$ cat config.mk
export PLATFORM = sky130hd
export DESIGN_NAME = bsc_temp
export DESIGN_NICKNAME = d
export VERILOG_FILES = /design/src/assert_macros.svh /design/src/bsc_pkg.sv /design/src/bsc_temp.sv
export SDC_FILE = /design/constraint.sdc
export NUM_CORES = 2
export LEC_CHECK = 0
export CORE_ASPECT_RATIO = 1.75
export CORE_MARGIN = 4
export CORE_UTILIZATION = 35
export DETAILED_ROUTE_END_ITERATION = 6
export DONT_BUFFER_PORTS = 1
export PLACE_DENSITY_LB_ADDON = 0.2
export SYNTH_ARGS = -nofsm -noshare
export SYNTH_HDL_FRONTEND = slang
export SYNTH_SLANG_ARGS = --single-unit
$ cat constraint.sdc
create_clock -name clk -period 15.8 [get_ports clk]
set_input_delay 2.37 -clock clk [delete_from_list [all_inputs] [get_ports clk]]
set_output_delay 2.37 -clock clk [all_outputs]
set_load 0.02 [all_outputs]
$ cat src/assert_macros.svh
// ---------------------------------------------------------------------------
// Assertion macros
// Shared concurrent assertion forms for the compensation block.
// ---------------------------------------------------------------------------
`ifndef ASSERT_MACROS_SVH
`define ASSERT_MACROS_SVH

// antecedent implies consequent in the same cycle (or a sequence from it)
`define BSC_ASSERT_IMP(label, clk, rst, ante, cons) \
  label: assert property (@(posedge clk) disable iff (rst) (ante) |-> (cons)) \
    else $error("%m: implication check failed");

// condition must never hold
`define BSC_ASSERT_NEVER(label, clk, rst, cond) \
  label: assert property (@(posedge clk) disable iff (rst) !(cond)) \
    else $error("%m: forbidden condition seen");

`endif

$ cat src/bsc_pkg.sv
// ---------------------------------------------------------------------------
// bsc_pkg
// Types, constants and helpers for the barometric compensation pipeline.
// ---------------------------------------------------------------------------
package bsc_pkg;

  typedef enum logic [2:0] {
    CFG_T1    = 3'd0,
    CFG_T2    = 3'd1,
    CFG_T3    = 3'd2,
    CFG_P1    = 3'd3,
    CFG_P2_P3 = 3'd4,
    CFG_P4_P5 = 3'd5,
    CFG_P6_P7 = 3'd6,
    CFG_P8_P9 = 3'd7
  } cfg_idx_t;

  typedef struct packed {
    logic [19:0] raw_pressure;
    logic [19:0] raw_temperature;
  } sample_t;

  typedef struct packed {
    logic signed [31:0] temperature_centi;
    logic [31:0]        pressure_q24_8;
    logic               divide_error;
  } result_t;

  typedef struct packed {
    logic [15:0] t1;
    logic [15:0] t2;
    logic [15:0] t3;
    logic [15:0] p1;
    logic [31:0] p2_p3;
    logic [31:0] p4_p5;
    logic [31:0] p6_p7;
    logic [31:0] p8_p9;
  } cal_t;

  localparam logic [63:0] TFINE_OFFSET = 64'd128000;
  localparam logic [63:0] P_FULL_SCALE = 64'd1048576;
  localparam logic [63:0] NUM_SCALE    = 64'd3125;
  localparam logic [31:0] TEMP_ROUND   = 32'd128;
  localparam logic [63:0] P1_BIAS      = 64'd1 << 47;
  localparam int          P4_SHIFT     = 35;

  // register stages per section
  localparam int TEMP_LAT  = 5;
  localparam int PRE_LAT   = 9;
  localparam int DIV_LAT   = 66;
  localparam int POST_LAT  = 6;
  localparam int TOTAL_LAT = TEMP_LAT + PRE_LAT + DIV_LAT + POST_LAT;

  function automatic logic [63:0] sx16(input logic [15:0] v);
    return {{48{v[15]}}, v};
  endfunction

endpackage

$ cat src/bsc_temp.sv
// ---------------------------------------------------------------------------
// bsc_temp
// Five-stage temperature front end; also seeds the pressure path.
// ---------------------------------------------------------------------------
module bsc_temp (
  input  logic             clk,
  input  logic             rst,
  input  logic             in_vld,
  input  bsc_pkg::sample_t in_beat,
  input  bsc_pkg::cal_t    cal,
  output logic             out_vld,
  output logic [31:0]      temp,
  output logic [63:0]      v1,
  output logic [63:0]      pp
);

  logic [4:0]  vld;
  logic [31:0] a1, b1, m1, bb, v1t3, m2, tfine;
  logic [19:0] adc_p1, adc_p2, adc_p3, adc_p4;
  logic [31:0] t2x, t3x, bbs;

  assign t2x = {{16{cal.t2[15]}}, cal.t2};
  assign t3x = {{16{cal.t3[15]}}, cal.t3};
  assign bbs = 32'($signed(bb) >>> 12);

  always_ff @(posedge clk) begin
    if (rst) begin
      vld <= '0;
    end else begin
      vld <= {vld[3:0], in_vld};
    end
  end

  always_ff @(posedge clk) begin
    a1     <= {15'd0, in_beat.raw_temperature[19:3]} - {15'd0, cal.t1, 1'b0};
    b1     <= {16'd0, in_beat.raw_temperature[19:4]} - {16'd0, cal.t1};
    adc_p1 <= in_beat.raw_pressure;
    m1     <= a1 * t2x;
    bb     <= b1 * b1;
    adc_p2 <= adc_p1;
    v1t3   <= 32'($signed(m1) >>> 11);
    m2     <= bbs * t3x;
    adc_p3 <= adc_p2;
    tfine  <= v1t3 + 32'($signed(m2) >>> 14);
    adc_p4 <= adc_p3;
    temp   <= 32'($signed({tfine[29:0], 2'b00} + tfine + bsc_pkg::TEMP_ROUND) >>> 8);
    v1     <= {{32{tfine[31]}}, tfine} - bsc_pkg::TFINE_OFFSET;
    pp     <= bsc_pkg::P_FULL_SCALE - {44'd0, adc_p4};
  end

  assign out_vld = vld[4];

endmodule

Yosys cells after proc, flatten, opt, wreduce, memory -nomap -nowiden
Index checks and enable logic that the tools add are counted.
{ "totals": {"regBits": 338, "inputBits": 235, "out_inout_bits": 161, "wordCells": 25} }
{ "classes": {"addsub": 7, "multipliers": 3} }
{ "ops": {"columns": ["operator", "n"], "rows": [
  ["32-bit by 8-bit adder with 32-bit output, second input constant", 1],
  ["17-bit by 17-bit multiplier with 32-bit output", 1],
  ["18-bit by 16-bit multiplier with 32-bit output", 1],
  ["20-bit by 16-bit multiplier with 32-bit output", 1],
  ["24-bit by 22-bit adder with 25-bit output", 1],
  ["22-bit by 18-bit subtractor with 23-bit output, second input constant", 1],
  ["21-bit by 18-bit adder with 22-bit output", 1],
  ["21-bit by 20-bit subtractor with 22-bit output, first input constant", 1],
  ["17-bit by 17-bit subtractor with 18-bit output", 1],
  ["16-bit by 16-bit subtractor with 17-bit output", 1]
]} }

Depth between registers and ports, before layout
{ "depth": {"ltp_word": 2, "ltp_mapped": 25, "mapped_depth_nobuf": 24} }

Least setup slack after synthesis
Ideal clock, no wire load.
{ "synth_path": {"path_type": "input to register", "startpoint": "in cal[145] in the netlist's numbering", "endpoint": "reg m2[30]", "setup_ns": 0.072, "arrival_time_ns": 8.088, "t_required_ns": 15.728, "setup_slack_ns": 7.639, "path_stages": 22, "n_path_buf": 2, "path_cell_list": "clkbuf_1 -> clkbuf_1 -> nand2_1 -> fa_1 -> fa_1 -> fa_1 -> inv_1 -> fa_1 -> fa_1 -> inv_1 -> fa_1 -> inv_1 -> ha_1 -> a21o_1 -> and2_1 -> a311oi_1 -> a31oi_1 -> o31a_1 -> o21a_1 -> a41o_1 -> a41oi_2 -> xnor2_1"} }
{ "synth_between": {"elab_chain_len": 1} }
{ "synth_lines": {"columns": ["element", "line", "rtl"], "rows": [
  ["start: declaration", "bsc_temp.sv:10", "input bsc_pkg::cal_t cal,"],
  ["20-bit by 16-bit multiplier with 32-bit output", "bsc_temp.sv:42", "m2 <= bbs * t3x;"],
  ["end signal: assignment", "bsc_temp.sv:42", null],
  ["end: declaration", "bsc_temp.sv:18", "logic [31:0] a1, b1, m1, bb, v1t3, m2, tfine;"]
]} }
Every way passes these cells.
A chain may end at the register's enable or synchronous reset.

Final worst setup path
{ "layout_path": {"startpoint": "in cal[148] in the netlist's numbering", "endpoint": "reg m2[30]"} }
Same word-level chain as after synthesis.

==> flow_summary.yaml <==
floorplanning:
  fp.dieArea_sq_mm: 0.117
  die_h_um: 449
  core_area_sq_mm: 0.110
  io_pins: 396
  floorplan.die.width_um: 260
  starting_utilization_of_the_core_area_pct: 35.4
  fp-row-count: 161
detailed_routing:
  drtPass1Iterations: 5
  finalWirelength_um: 93000
  drt_drc_violations_left: 0
  detail_route.iter0.violations: 835
  drt.antenna.violating_nets: 0
  route.detailed.vias_per_inst: 4.60
  vias: 25000
  route.detailed.wl_per_inst_um: 17.1
critical_path:
  critical_path_arrival_ps: 8300
  timing.critical_path.to_type: "flip-flop"
  r2r.worst_path.cells: 19
  crit_path_max_incr_delay_ps: 670
  critical_path.startpoint_type: "input port"
  critical-path-top-delay-family: "adder cells"
  cp.depth: 20
  critical_path_class: "input port to flip-flop"
  slowest_stage: "a211oi_1"
  crit_fanout: 20
  path_cells: "and2_1 -> fa_1 -> inv_1 -> fa_1 -> fa_1 -> fa_1 -> inv_1 -> fa_1 -> fa_1 -> ha_1 -> nand2_1 -> a211oi_1 -> a211oi_1 -> a211o_1 -> a31oi_1 -> o31a_1 -> o21a_1 -> a41o_1 -> a41oi_2 -> xnor2_1"
  critical_path_buf_inv_count: 2
  crit_required_ps: 16280
  cpMostUsedCell: "fa_1"
synthesis:
  synth_top_area_share_pct: 41.9
  async_flop_share_pct: 0
  avgSynthCellArea_sq_um: 9.57
  synth.yosys.seq_area_share_pct: 14.0
  synth_seq_cells: 273
  synth_common_cells: "1009 x inv_1, 816 x fa_1, 421 x nand2_1"
  yosys.area.top_type: "fa_1"
  synthMostInstantiatedCell: "inv_1"
  synth_edf_count: 0
  synth_cell_type_count: 78
  synthCells: 4071
  synthTopCellsByArea: "fa_1 42%, dfxtp_1 14%, ha_1 9.8%"
  number_of_warnings_reported_in_the_yosys_synthesis_log: 0
  synth_ff_type: "dfxtp_1"
  syn-cell-area_sq_mm: 0.0390
layout:
  num-fill-cells: 11300
  finalNetCount: 5295
  flow.area_growth_from_synthesis_pct: 5.35
  drive_gt1_share_pct: 2.45
  area_taken_by_multi_input_logic_gates_sq_mm: 0.0287
  final-seq-area_sq_mm: 0.00547
grt:
  grt_pass1_wl_um: 151000
  grt_pass1_vias: 28500
  grt_start_max_net_pins: 47
  gr-usage-all-layers_pct: 16.4
  number_of_antenna_violations_at_the_first_check_in_global_routing: 3
  overflow: 0
cts:
  cts_num_sinks: 273
  cts_tree: "built"
  cts.clk_slew.worst_paths_ps: 60
  cts-htree-levels: 1
  ctsRootBufferMaster: "clkbuf_16"
  post-cts-setup-buffers: 0
  number_of_buffers_on_the_longest_clock_path: 3
  ctsHoldBuffers: 0
  cts_resized: 0
  cts_buffers: 29
  clock_latency_ps: 620
timing:
  post-route-period-util_pct: 49.5
  fin_worst_skew_ps: 42.4
  fin_setup_tns_ps: 0
  final_min_period_ps: 7820
  rsz0062_at_grt: "false"
  report.final.slew_viol_count: 0
  finalHoldViolCount: 0
  fmax_mhz: 128
  worst_pin_slew_ps: 977
  finalSetupViolations: 0
  slew-limit-headroom_pct: 34.7
place:
  port-buffer-count: 0
  gp_routability_congestion: 0.816
  dp_hpwl_um: 75600
hold_path:
  hp-class: "flip-flop to flip-flop"
  whs_path_depth: 0
status:
  status: "finished, final reports clean"
run:
  cap_violations: 0
-- flip-flops by register name (all words and copies together), names as in the netlist, 18 cells and up --
| register | cells |
|---|---|
| m1 | 21 |
| adc_p1 | 20 |
| v1 | 23 |
| bb | 20 |
| temp | 24 |
| tfine | 22 |
| pp | 21 |
| adc_p2 | 20 |
| m2 | 18 |
| adc_p3 | 20 |
| v1t3 | 21 |
| adc_p4 | 20 |
-- worst register-to-register path, stage by stage (launching register included) --
cell	delay, ps
dfxtp_1	950
nand2_1	190
fa_1	540
fa_1	580
fa_1	450
fa_1	540
inv_1	50
fa_1	500
fa_1	430
ha_1	290
nand2_1	70
a211oi_1	40
a211oi_1	670
a211o_1	240
a31oi_1	190
o31a_1	310
o21a_1	200
a41o_1	300
a41oi_2	220
xnor2_1	190
-- stage by stage --
stage	hold slack [ps]	setup slack [ps]	instance area [sq um]	instances	utilization (%)
finish	297	7980	41000	5430	37.2
CTS	300	7880	41000	5429	37.2
global route	322	7730	41000	5429	37.2
floorplan	310	7640	39100	4113	-
global placement	310	7290	39900	5376	36.2
detailed placement	312	7290	39900	5376	36.2
-- cells in the final DEF (no fill, tap or decap), types with 10 or more instances in the layout --
cell	n
a21o_1	33
a21oi_1	51
a31oi_1	16
and2_1	335
buf_4	19
clkbuf_16	29
conb_1	43
dfxtp_1	268
fa_1	816
ha_1	304
inv_1	1009
nand2_1	421
nand2b_1	21
nand3_1	23
nand4_1	13
nor2_1	102
nor2b_1	26
nor3_1	33
o21a_1	17
o21ai_0	30
o21ai_1	10
xnor2_1	145
xor2_1	45
-- final timing paths --
kind | from | endpoint | slack, ps
worst min-delay path | adc_p2[9] | adc_p3[9] | 300
worst max-delay path | cal[148] | m2[30] | 7980
worst max register to register | bb[22] | m2[30] | 8700
worst min register to register | adc_p2[9] | adc_p3[9] | 300
-- cells by family after synthesis --
family	share of synthesized area, %
compound gates	4.15
simple gates	12.9
xor+xnor	4.40
other cells	0.00963
flops	14.0
buf+inv	12.8
fa+ha+maj	51.7
mux	0.0289
-- area by class of cell --
type / count / area share, %
multi-input cells: 2606 / 69.9
flip-flops and latches: 273 / 13.3
inverters: 1010 / 9.24
well taps: 1467 / 4.47
clock buffers: 36 / 1.91
clock inverters: 17 / 0.765
repair buffers: 20 / 0.415
diodes: 1 / 0.00610
-- metal layers --
layer,wire length [um],GRT usage [%],vias to the layer above
li1,-,-,11500
met4,3680,5.57,0
met1,32500,17.3,12900
met5,0,0,-
met3,3360,1.96,149
met2,53500,32.9,409
Power is left out: the tool's default activity adds up to more than one toggle a clock period on the data nets, which glitch-free logic cannot reach.
